==> config.mk <==
export PLATFORM = sky130hd
export DESIGN_NAME = hex_ascii_telegram_framer
export DESIGN_NICKNAME = d
export VERILOG_FILES = /design/src/design/htf_pkg.sv /design/src/design/htf_front.sv /design/src/design/htf_queue.sv /design/src/design/htf_back.sv /design/src/design/hex_ascii_telegram_framer.sv
export SDC_FILE = /design/constraint.sdc
export NUM_CORES = 1
export LEC_CHECK = 0
export BUFFER_PORTS_ARGS = -buffer_cell sky130_fd_sc_hd__buf_4
export CAP_MARGIN = 20
export CORE_UTILIZATION = 60
export CTS_CLUSTER_SIZE = 30
export DETAILED_ROUTE_END_ITERATION = 8
export PLACE_DENSITY = 0.88
export SYNTH_ARGS = -nofsm -noshare
export SYNTH_HDL_FRONTEND = slang
export SYNTH_SLANG_ARGS = --single-unit
==> constraint.sdc <==
create_clock -name clk -period 4.6 [get_ports clk]
set_clock_uncertainty 0.2 [all_clocks]
set_input_delay 0.69 -clock clk [delete_from_list [all_inputs] [get_ports clk]]
set_output_delay 0.69 -clock clk [all_outputs]
set_load 0.05 [all_outputs]
==> src/design/htf_pkg.sv <==
`default_nettype none
// ----------------------------------------------------------------------------
// htf_pkg
// Shared types, character codes and the hex digit helper of the telegram
// framer.
// ----------------------------------------------------------------------------
package htf_pkg;

    localparam int QUEUE_DEPTH_DEFAULT = 4;

    localparam logic [6:0] CH_COLON = 7'h3A;
    localparam logic [6:0] CH_CR    = 7'h0D;
    localparam logic [6:0] CH_LF    = 7'h0A;
    localparam logic [6:0] CH_ZERO  = 7'h30;
    localparam logic [6:0] CH_UPPER_A = 7'h41;
    localparam logic [3:0] NIB_TEN  = 4'd10;
    localparam logic [6:0] XOR_CLEAR = 7'h00;

    typedef struct packed {
        logic [7:0] payload_byte;
        logic       first_byte;
        logic       last_byte;
    } htf_in_t;

    typedef struct packed {
        logic [6:0] out_char;
        logic       last_of_item;
        logic       end_of_frame;
    } htf_out_t;

    // one classified byte handed from the front to the back
    typedef struct packed {
        logic [7:0] payload_byte;
        logic       first_byte;
        logic       last_byte;
        logic [6:0] checksum;
    } htf_entry_t;

    function automatic logic [6:0] hex_digit(input logic [3:0] nib);
        logic [6:0] res;
        if (nib < NIB_TEN) begin
            res = CH_ZERO + {3'b000, nib};
        end
        else begin
            res = CH_UPPER_A + {3'b000, nib} - {3'b000, NIB_TEN};
        end
        return res;
    endfunction

endpackage
`default_nettype wire

==> src/design/htf_front.sv <==
`default_nettype none
// ----------------------------------------------------------------------------
// htf_front
// Accepts input bytes, keeps the running XOR of the open frame and pushes
// each byte with its frame checksum into the queue.
// ----------------------------------------------------------------------------
module htf_front (
    input  wire logic                clk,
    input  wire logic                rst_n,
    input  wire logic                byte_valid,
    output logic                     byte_stall,
    input  wire htf_pkg::htf_in_t    byte_data,
    input  wire logic                queue_full,
    output logic                     push,
    output htf_pkg::htf_entry_t      push_data
);
    import htf_pkg::*;

    logic [6:0] running_xor_reg;
    logic [6:0] running_xor_next;
    logic [6:0] acc_base;
    logic [6:0] acc;

    assign byte_stall = queue_full;
    assign push       = byte_valid && !queue_full;

    // a frame start restarts the sum at ':'
    assign acc_base = byte_data.first_byte ? CH_COLON : running_xor_reg;
    assign acc      = acc_base ^ hex_digit(byte_data.payload_byte[7:4])
                               ^ hex_digit(byte_data.payload_byte[3:0]);

    assign push_data.payload_byte = byte_data.payload_byte;
    assign push_data.first_byte   = byte_data.first_byte;
    assign push_data.last_byte    = byte_data.last_byte;
    assign push_data.checksum     = acc;

    always_comb
    begin
        running_xor_next = running_xor_reg;
        if (push) begin
            running_xor_next = byte_data.last_byte ? XOR_CLEAR : acc;
        end
    end

    always_ff @(posedge clk or negedge rst_n)
    begin
        if (!rst_n) begin
            running_xor_reg <= XOR_CLEAR;
        end
        else begin
            running_xor_reg <= running_xor_next;
        end
    end

endmodule
`default_nettype wire

==> src/design/htf_queue.sv <==
`default_nettype none
// ----------------------------------------------------------------------------
// htf_queue
// Short FIFO of classified bytes between the front and the back.
// ----------------------------------------------------------------------------
module htf_queue #(
    parameter int DEPTH = htf_pkg::QUEUE_DEPTH_DEFAULT
) (
    input  wire logic                clk,
    input  wire logic                rst_n,
    input  wire logic                push,
    input  wire htf_pkg::htf_entry_t push_data,
    output logic                     full,
    input  wire logic                pop,
    output logic                     head_valid,
    output htf_pkg::htf_entry_t      head_data
);
    import htf_pkg::*;

    localparam int PTR_W = (DEPTH > 1) ? $clog2(DEPTH) : 1;
    localparam int CNT_W = $clog2(DEPTH + 1);
    localparam logic [PTR_W-1:0] LAST_PTR = PTR_W'(DEPTH - 1);
    localparam logic [CNT_W-1:0] FULL_CNT = CNT_W'(DEPTH);

    htf_entry_t       slots_reg [DEPTH];
    logic [PTR_W-1:0] wr_ptr_reg, wr_ptr_next;
    logic [PTR_W-1:0] rd_ptr_reg, rd_ptr_next;
    logic [CNT_W-1:0] count_reg, count_next;

    assign full       = (count_reg == FULL_CNT);
    assign head_valid = (count_reg != '0);
    assign head_data  = slots_reg[rd_ptr_reg];

    always_comb
    begin
        wr_ptr_next = wr_ptr_reg;
        rd_ptr_next = rd_ptr_reg;
        count_next  = count_reg;
        if (push) begin
            wr_ptr_next = (wr_ptr_reg == LAST_PTR) ? '0 : wr_ptr_reg + 1'b1;
        end
        if (pop) begin
            rd_ptr_next = (rd_ptr_reg == LAST_PTR) ? '0 : rd_ptr_reg + 1'b1;
        end
        unique case ({push, pop})
            2'b10:   count_next = count_reg + 1'b1;
            2'b01:   count_next = count_reg - 1'b1;
            default: count_next = count_reg;
        endcase
    end

    always_ff @(posedge clk or negedge rst_n)
    begin
        if (!rst_n) begin
            wr_ptr_reg <= '0;
            rd_ptr_reg <= '0;
            count_reg  <= '0;
        end
        else begin
            wr_ptr_reg <= wr_ptr_next;
            rd_ptr_reg <= rd_ptr_next;
            count_reg  <= count_next;
        end
    end

    always_ff @(posedge clk)
    begin
        if (push) begin
            slots_reg[wr_ptr_reg] <= push_data;
        end
    end

    a_no_overflow: assert property (@(posedge clk) disable iff (!rst_n)
        count_reg <= FULL_CNT)
        else $error("queue count beyond depth");

    a_no_push_full: assert property (@(posedge clk) disable iff (!rst_n)
        full |-> !push)
        else $error("push into full queue");

    a_no_pop_empty: assert property (@(posedge clk) disable iff (!rst_n)
        pop |-> head_valid)
        else $error("pop from empty queue");

endmodule
`default_nettype wire

==> src/design/htf_back.sv <==
`default_nettype none
// ----------------------------------------------------------------------------
// htf_back
// Walks the head entry of the queue through its characters into the output
// register, one per cycle while char_stall does not hold a valid character.
// ----------------------------------------------------------------------------
module htf_back (
    input  wire logic                clk,
    input  wire logic                rst_n,
    input  wire logic                head_valid,
    input  wire htf_pkg::htf_entry_t head_data,
    output logic                     pop,
    output logic                     char_valid,
    input  wire logic                char_stall,
    output htf_pkg::htf_out_t        char_data
);
    import htf_pkg::*;

    typedef enum logic [2:0] {
        ST_START,
        ST_COLON,
        ST_HI,
        ST_LO,
        ST_CKH,
        ST_CKL,
        ST_CR,
        ST_LF
    } step_t;

    step_t      step_reg, step_next;
    step_t      cur_step;
    logic       out_valid_reg;
    htf_out_t   out_reg;
    logic       load;
    logic       is_final;
    logic [6:0] cur_char;

    assign load = head_valid && (!out_valid_reg || !char_stall);

    always_comb
    begin
        if (step_reg == ST_START) begin
            cur_step = head_data.first_byte ? ST_COLON : ST_HI;
        end
        else begin
            cur_step = step_reg;
        end
    end

    always_comb
    begin
        is_final  = 1'b0;
        cur_char  = CH_COLON;
        step_next = step_reg;
        unique case (cur_step)
            ST_COLON:
            begin
                cur_char  = CH_COLON;
                step_next = ST_HI;
            end
            ST_START, ST_HI:
            begin
                cur_char  = hex_digit(head_data.payload_byte[7:4]);
                step_next = ST_LO;
            end
            ST_LO:
            begin
                cur_char  = hex_digit(head_data.payload_byte[3:0]);
                is_final  = !head_data.last_byte;
                step_next = head_data.last_byte ? ST_CKH : ST_START;
            end
            ST_CKH:
            begin
                cur_char  = hex_digit({1'b0, head_data.checksum[6:4]});
                step_next = ST_CKL;
            end
            ST_CKL:
            begin
                cur_char  = hex_digit(head_data.checksum[3:0]);
                step_next = ST_CR;
            end
            ST_CR:
            begin
                cur_char  = CH_CR;
                step_next = ST_LF;
            end
            ST_LF:
            begin
                cur_char  = CH_LF;
                is_final  = 1'b1;
                step_next = ST_START;
            end
        endcase
    end

    // retire the entry with its last character
    assign pop = load && is_final;

    always_ff @(posedge clk or negedge rst_n)
    begin
        if (!rst_n) begin
            step_reg      <= ST_START;
            out_valid_reg <= 1'b0;
            out_reg       <= '0;
        end
        else begin
            if (load) begin
                step_reg              <= step_next;
                out_valid_reg         <= 1'b1;
                out_reg.out_char      <= cur_char;
                out_reg.last_of_item  <= is_final;
                out_reg.end_of_frame  <= (cur_step == ST_LF);
            end
            else if (!char_stall) begin
                out_valid_reg <= 1'b0;
            end
        end
    end

    assign char_valid = out_valid_reg;
    assign char_data  = out_reg;

    a_eof_is_lf: assert property (@(posedge clk) disable iff (!rst_n)
        (out_valid_reg && out_reg.end_of_frame) |->
            (out_reg.out_char == CH_LF && out_reg.last_of_item))
        else $error("end of frame on a character other than a closing LF");

    a_mid_entry_has_head: assert property (@(posedge clk) disable iff (!rst_n)
        (step_reg != ST_START) |-> head_valid)
        else $error("sequencer mid entry without a queued entry");

    a_colon_opens: assert property (@(posedge clk) disable iff (!rst_n)
        (load && cur_char == CH_COLON && cur_step == ST_COLON) |->
            head_data.first_byte)
        else $error("colon emitted for a byte that opens no frame");

endmodule
`default_nettype wire

==> src/design/hex_ascii_telegram_framer.sv <==
`default_nettype none
// ----------------------------------------------------------------------------
// hex_ascii_telegram_framer
// Encodes a byte stream into ASCII hex telegrams with an XOR checksum.
//
// Input channel (byte_valid / byte_stall / byte_data): one byte per
// transaction with first_byte and last_byte marks. Output channel
// (char_valid / char_stall / char_data): one ASCII character per
// transaction, with last_of_item on the final character of a byte and
// end_of_frame on the closing LF.
// A byte makes 2 characters, 3 when it opens a frame, 6 when it closes one
// and 7 when it does both. The output register sends one character per
// cycle while char_stall is low. With the queue empty and the output free,
// a byte is written into a queue slot and its first character is then
// loaded into the output register.
// A queue of QUEUE_DEPTH bytes sits between input and output; byte_stall
// rises only while it is full.
// Reset clears the running checksum, the queue and the output register.
// While char_stall is high the output character holds; bytes keep being
// taken until the queue fills.
// ----------------------------------------------------------------------------
module hex_ascii_telegram_framer #(
    parameter int QUEUE_DEPTH = htf_pkg::QUEUE_DEPTH_DEFAULT
) (
    input  wire logic              clk,
    input  wire logic              rst_n,
    input  wire logic              byte_valid,
    output logic                   byte_stall,
    input  wire htf_pkg::htf_in_t  byte_data,
    output logic                   char_valid,
    input  wire logic              char_stall,
    output htf_pkg::htf_out_t      char_data
);
    import htf_pkg::*;

    logic       push;
    htf_entry_t push_data;
    logic       queue_full;
    logic       pop;
    logic       head_valid;
    htf_entry_t head_data;

    htf_front u_front (
        .clk        (clk),
        .rst_n      (rst_n),
        .byte_valid (byte_valid),
        .byte_stall (byte_stall),
        .byte_data  (byte_data),
        .queue_full (queue_full),
        .push       (push),
        .push_data  (push_data)
    );

    htf_queue #(
        .DEPTH (QUEUE_DEPTH)
    ) u_queue (
        .clk        (clk),
        .rst_n      (rst_n),
        .push       (push),
        .push_data  (push_data),
        .full       (queue_full),
        .pop        (pop),
        .head_valid (head_valid),
        .head_data  (head_data)
    );

    htf_back u_back (
        .clk        (clk),
        .rst_n      (rst_n),
        .head_valid (head_valid),
        .head_data  (head_data),
        .pop        (pop),
        .char_valid (char_valid),
        .char_stall (char_stall),
        .char_data  (char_data)
    );

endmodule
`default_nettype wire
==> flow_summary_export.csv, run 1 <==
group,metric,value,unit
run_status,status,"finished clean",
sta,slew_headroom,41.0,%
power,leakage,0.00186,uW
clock_tree,cts_buffer_depth,2,
floorplanning,die_area,7710,um2
sta,tightest_slew,886,ps
floorplanning,die_y,87.8,um
critical_path,worstPathRequired,4680,ps
sta,finalHoldViolations,0,
power,power_frac_comb,42.0,%
yosys,synth-edff-count,68,
placed_design,place_ws,1570,ps
critical_path,r2r_end,"u_queue.count_reg[2]$_DFFE_PN0P_",
yosys,synth.mux.area_fraction,10.3,%
floorplanning,start_util,63.6,%
clock_tree,cts_max_level,3,
layout,final_util,70.1,%
clock_tree,hold_buffers,0,
sta,rsz0062_at_grt,"no",
yosys,ys_ff_latch,95,
route,drtAntennaViolNets,0,
global_routing,use_met1,28.4,%
layout,n_antenna_cell,0,
clock_tree,clk_latency,350,ps
yosys,syn_inst,306,
placed_design,gp_congestion,0.910,
clock_tree,clkTransAtPathRegs,90,ps
route,wl_per_cell,17.3,um
floorplanning,die_x,87.8,um
yosys,synth_cell_types,46,
layout,syn_to_final_growth,10.3,%
clock_tree,cts_setup_buffers,0,
clock_tree,ctsResizeCount,0,
yosys,synth_xor_area_share,4.76,%
critical_path,startpoint,"u_queue.rd_ptr_reg[1]$_DFFE_PN0P_",
yosys,synth-seq-area-share,61.5,%
critical_path,path_class,"register to register",
layout,largest_reg_flops,68,
sta,min_period_over_period,65.5,%
run,maxCapViolCount,0,
sta,fmax,0.332,GHz
layout,drive_above_1_share,19.2,%
layout,nets,359,
route,first_pass_iters,5,
clock_tree,numCtsBuffers,9,
yosys,ys_top_cells_by_area,"edfxtp_1 46%, dfrtp_1 15%, mux4_2 7.6%, xnor2_1 3.2%, ha_1 3.1%",
global_routing,met3_usage,3.30,%
floorplanning,core,6940,um2
placed_design,portBuffers,24,
yosys,synth_area,4420,um2
critical_path,cp.arrival,3090,ps
global_routing,grt_max_degree,28,
power,intPower,2010,uW
sta,min_period,3010,ps
route,drc,0,
global_routing,grt_use_total,21.9,%
power,ir_drop,0.316,mV
power,switchingPower,1230,uW
power,power.density,666,nW/um2
yosys,synth-simple-area-share,6.20,%
global_routing,grt.busiest_layer,"met2",
yosys,yosysTopAreaCell,"edfxtp_1",
power,swShare,38.0,%
critical_path,reg2reg_slack,1590,ps
sta,tns,0,ps
hold_path,hold_path.class,"input port to async pin",
critical_path,path_max_fanout,19,
route,viasPerCell,5.87,
layout,final_common_cell,"edfxtp_1",
critical_path,crit_path_start_kind,"register",
yosys,ys.flop_type,"edfxtp_1",
floorplanning,rows,30,
placed_design,post-dp-hpwl,5.27,mm
sta,drv_slew,0,
global_routing,met2_usage,35.4,%
yosys,synth_top_area_share,46.2,%
sta,setup_viol,0,
global_routing,grt_pass1_wl,12.2,mm
route,drt_iter0_markers,208,
layout,final_cell_mix,"68 x edfxtp_1, 27 x dfrtp_1, 25 x buf_4",
power,p_seq_share,41.6,%
yosys,synth-compound-area-share,10.5,%
global_routing,antenna_found_initial,0,
yosys,yosys_warnings,0,
power,p_clk_share,16.3,%
clock_tree,cts.sinks,95,
critical_path,crit_path_end,"u_queue.count_reg[2]$_DFFE_PN0P_",
critical_path,cp-end-kind,"register",
sta,layout_setup_ws,1590,ps
global_routing,grt_pass1_vias,2593,
critical_path,reg2reg_depth,9,
yosys,syn_area_per_cell,14.4,um2
clock_tree,cts_tree,"built",
clock_tree,clock-root-buffer,"clkbuf_8",
yosys,synth_top_family_by_area,"compound AO/OA/AOI/OAI gates",
route,num_vias,2547,
yosys,yosys.area_share.adder,3.57,%
floorplanning,boundaryPins,25,
yosys,async_flop_share,28.4,%
yosys,synth_fp_nets,332,
critical_path,rr_startpoint,"u_queue.rd_ptr_reg[1]$_DFFE_PN0P_",
global_routing,grt_overflow,0,
route,wl,7.51,mm
[critical path, stage by stage (launching register included)]
cell and delay (ps):
dfrtp_1 830, mux4_2 400, and2_4 180, nor3_4 250, ha_1 230, inv_1 60, fa_1 370, xor2_1 150
nor2_1 120, xor2_1 140
[cells by family after synthesis]
group | count (synthesis)
DFF | 95
xor gates and xnor gates | 24
and+or+nand+nor | 54
buffers and inverters | 33
AOI/OAI and AO/OA | 65
muxes | 23
adders and majority gates | 12
[area by class of cell]
cell class	instances	area (um2)
repair buffers	25	188
clock buffers	9	124
inverters	24	90.1
multi-input cells	178	1560
clock inverters	7	72.6
fillers	447	2070
well taps	96	120
flip-flops and latches	95	2720
[Yosys cell counts, drive strengths merged (5+ instances only)]
cell type  instances
nor2b              6
a21o               5
a31oi              5
a22o               7
xor2               8
a21oi             11
edfxtp            68
nor3               5
o21ai             14
inv               24
xnor2             16
nor2              20
mux4              17
buf                5
nand2             11
ha                11
dfrtp             27
[power groups by stage]
stage | Clock [uW] | Sequential (uW) | Combinational [uW]
after floorplan | 0 | 1410 | 1000
after global placement | 0 | 1350 | 1320
after detailed placement | 0 | 1370 | 1360
after CTS | 538 | 1350 | 1370
after global routing | 570 | 1380 | 1500
final | 530 | 1350 | 1360
[worst min-delay path by stage]
stage	endpoint	depth (start not counted)
5_1_grt	u_back.char_data[8]$_DFFE_PN0P_	1
6_report	u_back.char_data[4]$_DFFE_PN0P_	1
4_1_cts	u_back.char_data[4]$_DFFE_PN0P_	1
3_5_place_dp	u_back.char_data[0]$_DFFE_PN0P_	2
2_1_floorplan	u_back.char_data[0]$_DFFE_PN0P_	0
3_3_place_gp	u_back.char_data[0]$_DFFE_PN0P_	2
[routing by layer]
metal	part of all wire, %	routed length, um	vias to the layer above
met5	0	0	-
met4	3.1	234	0
met3	5.2	388	22
met2	49	3680	93
met1	43	3200	1230
li1	-	-	1202
[stage by stage]
step	cells	power [uW]	instance area (um2)	hold WS (ps)
3_5_place_dp	418	2730	4670	275
3_3_place_gp	418	2670	4670	268
2_1_floorplan	306	2410	4420	194
4_1_cts	434	3260	4870	35.1
5_1_grt	434	3450	4870	50.8
6_report	434	3240	4870	40.3
No activity file was read; power rests on OpenSTA's default activity.
==> run 2: changes to the inputs <==
--- a/config.mk
+++ b/config.mk
@@ -5,12 +5,13 @@
 export SDC_FILE = /design/constraint.sdc
 export NUM_CORES = 1
 export LEC_CHECK = 0
+export ABC_AREA = 1
 export BUFFER_PORTS_ARGS = -buffer_cell sky130_fd_sc_hd__buf_4
 export CAP_MARGIN = 20
-export CORE_UTILIZATION = 60
+export CORE_UTILIZATION = 55
 export CTS_CLUSTER_SIZE = 30
 export DETAILED_ROUTE_END_ITERATION = 8
-export PLACE_DENSITY = 0.88
+export PLACE_DENSITY = 0.85
 export SYNTH_ARGS = -nofsm -noshare
 export SYNTH_HDL_FRONTEND = slang
 export SYNTH_SLANG_ARGS = --single-unit
==> constraint.sdc (replaced) <==
create_clock -name clk -period 2.5 [get_ports clk]
set_clock_uncertainty 0.2 [all_clocks]
set_input_delay 0.375 -clock clk [delete_from_list [all_inputs] [get_ports clk]]
set_output_delay 0.375 -clock clk [all_outputs]
set_load 0.05 [all_outputs]
==> run 2 against run 1 <==
- combinational power increased to 2.5 times the previous value
- cell count grew 48%
- sequential power up 79%
- worst setup slack got worse by 1400 ps
- clock power up 130%
- global-route usage is 2.2 points higher
- critical path type unchanged
- critical endpoint is now u_back.char_data[4]$_DFFE_PN0P_
- largest power group unchanged
==> flow_summary_export.csv, run 2 <==
group,metric,value,unit
floorplanning,rows,33,
sta,min_period,2290,ps
yosys,ys_ff_latch,95,
sta,timing.hold.ws,26.8,ps
yosys,syn_inst,500,
layout,n_antenna_cell,0,
yosys,syn_area_per_cell,9.63,um2
layout,nets,560,
floorplanning,core,8340,um2
sta,rsz0062_at_grt,"no",
hold_path,hold_path.class,"input port to register",
clock_tree,cts_max_level,3,
power,ir_drop,0.516,mV
layout,final_util,64.8,%
sta,drv_slew,0,
sta,tightest_slew,548,ps
global_routing,grt_pass1_wl,16.3,mm
placed_design,portBuffers,24,
yosys,synth_top_area_share,42.4,%
layout,final_cell_mix,"131 x nand2_1, 68 x edfxtp_1, 54 x inv_1",
yosys,synth-edff-count,68,
layout,n_fill_cell,647,
global_routing,antenna_found_initial,0,
sta,tns,0,ps
layout,syn_to_final_growth,12.3,%
yosys,ys.flop_type,"edfxtp_1",
critical_path,crit_path_start_kind,"register",
power,power.density,1310,nW/um2
floorplanning,start_util,57.7,%
run_status,status,"finished clean",
floorplanning,die_y,95.6,um
critical_path,cp-end-kind,"register",
clock_tree,clk_latency,360,ps
route,drt_iter0_markers,255,
placed_design,dp_cells,627,
critical_path,path_buf_inv,4,
global_routing,grt_pass1_vias,3493,
yosys,synth-seq-area-share,56.4,%
yosys,yosysTopAreaCell,"edfxtp_1",
floorplanning,die_x,95.6,um
clock_tree,cts_buffer_depth,2,
sta,min_period_over_period,91.5,%
layout,largest_reg_flops,68,
clock_tree,cts.sinks,95,
route,wl,10.1,mm
global_routing,grt_overflow,0,
critical_path,path_class,"register to register",
critical_path,critPathTopFamily,"simple AND/OR/NAND/NOR gates",
critical_path,slowest_stage,"dfrtp_2",
yosys,synth_fp_nets,526,
run,maxCapViolCount,0,
floorplanning,boundaryPins,25,
yosys,synth_cell_types,36,
critical_path,reg2reg_slack,210,ps
yosys,async_flop_share,28.4,%
route,drc,0,
critical_path,worstPathRequired,2600,ps
power,leakage,0.00240,uW
clock_tree,cts_tree,"built",
clock_tree,numCtsBuffers,9,
placed_design,post-dp-hpwl,6.99,mm
layout,final_cells,644,
sta,slew_headroom,63.4,%
yosys,synth_common_cells,"131 x nand2_1, 68 x edfxtp_1, 55 x inv_1",
route,first_pass_iters,5,
global_routing,grt_max_degree,34,
floorplanning,die_area,9130,um2
sta,fmax,0.437,GHz
layout,drive_above_1_share,18.7,%
sta,finalHoldViolations,0,
critical_path,path_max_fanout,32,
sta,setup_viol,0,
yosys,synth_area,4820,um2
critical_path,worst_path_most_repeated_cell,"nand2_1",
route,wl_per_cell,15.7,um
yosys,ys_top_cells_by_area,"edfxtp_1 42%, dfrtp_1 14%, nand2_1 10%, inv_1 4.3%, nand3_1 3.7%",
route,num_vias,3556,
layout,final_common_cell,"nand2_1",
clock_tree,clkTransAtPathRegs,90,ps
critical_path,cp.arrival,2390,ps
clock_tree,clock-root-buffer,"clkbuf_8",
yosys,yosys_warnings,0,
route,viasPerCell,5.52,
global_routing,grt_use_total,24.1,%
placed_design,gp_congestion,0.890,
critical_path,crit_chain,"inv_6 -> buf_12 -> nor2_1 -> nor2_1 -> o21ai_0 -> nand2_1 -> inv_1 -> ha_1 -> nand3b_1 -> nand4_1 -> nand2_1 -> nand2_1 -> inv_1 -> nand2_1 -> nand2_1 -> nand2_1",
critical_path,slowest_delay,480,ps
route,drtAntennaViolNets,0,
yosys,post-synth-top-count-cell,"nand2_1",
[run 2: layer usage]
metal	part of all wire (%)	global-route usage, %	vias to the layer above
met3	5.3	4.47	29
met4	2.8	11.4	0
met5	0	0	-
met1	42	30.4	1701
met2	50	40.1	123
li1	-	-	1703
[run 2: cell families after synthesis]
| logic type | after synthesis | synth area share [%] |
|---|---|---|
| flops | 95 | 56.4 |
| fa+ha+maj | 12 | 3.27 |
| buf+inv | 76 | 7.09 |
| simple gates | 246 | 23.2 |
| compound gates | 52 | 6.52 |
| xor+xnor | 19 | 3.46 |
[run 2: what timing repair did]
item,4_1_cts,5_1_grt
setup buffers,0,0
endpoints found under the hold margin,27,0
hold buffers,1,0
resized for setup,0,2
setup endpoints to repair,0,2
[run 2: worst paths after layout]
kind                                                     end                              start  depth (start not counted)
min in group asynchronous    u_back.char_data[6]$_DFFE_PN0P_                              rst_n                          2
hold / removal             u_queue.slots_reg[3][7]$_DFFE_PP_                       byte_data[0]                          1
setup / recovery             u_back.char_data[4]$_DFFE_PN0P_  u_queue.rd_ptr_reg[0]$_DFFE_PN0P_                         16
setup reg to reg             u_back.char_data[4]$_DFFE_PN0P_  u_queue.rd_ptr_reg[0]$_DFFE_PN0P_                         16
max in group asynchronous  u_queue.rd_ptr_reg[0]$_DFFE_PN0P_                              rst_n                          2
hold reg to reg              u_back.char_data[2]$_DFFE_PN0P_    u_back.char_data[2]$_DFFE_PN0P_                          2
[run 2: area by class of cell]
cell class,instances,area [um2],share of cell area (%)
clock buffer,9,124,2.29
tap,105,131,2.43
clock inverter,7,116,2.15
sequential,95,2720,50.3
multi-input combinational,329,1780,32.9
inverter,64,245,4.53
timing repair buffer,35,294,5.44
[run 2: power by group]
group          internal [uW]  switching [uW]
combinational           1110            2340
clock                    667             538
sequential              2190             217
[run 2: stage by stage]
step | cell area, um2 | worst slack [ps] | total power [uW]
5_1_grt | 5410 | 40.2 | 7550
3_3_place_gp | 5150 | 310 | 5660
3_5_place_dp | 5150 | 201 | 5810
2_1_floorplan | 4840 | 28.5 | 5010
4_1_cts | 5400 | 174 | 7050
6_report | 5410 | 212 | 7070
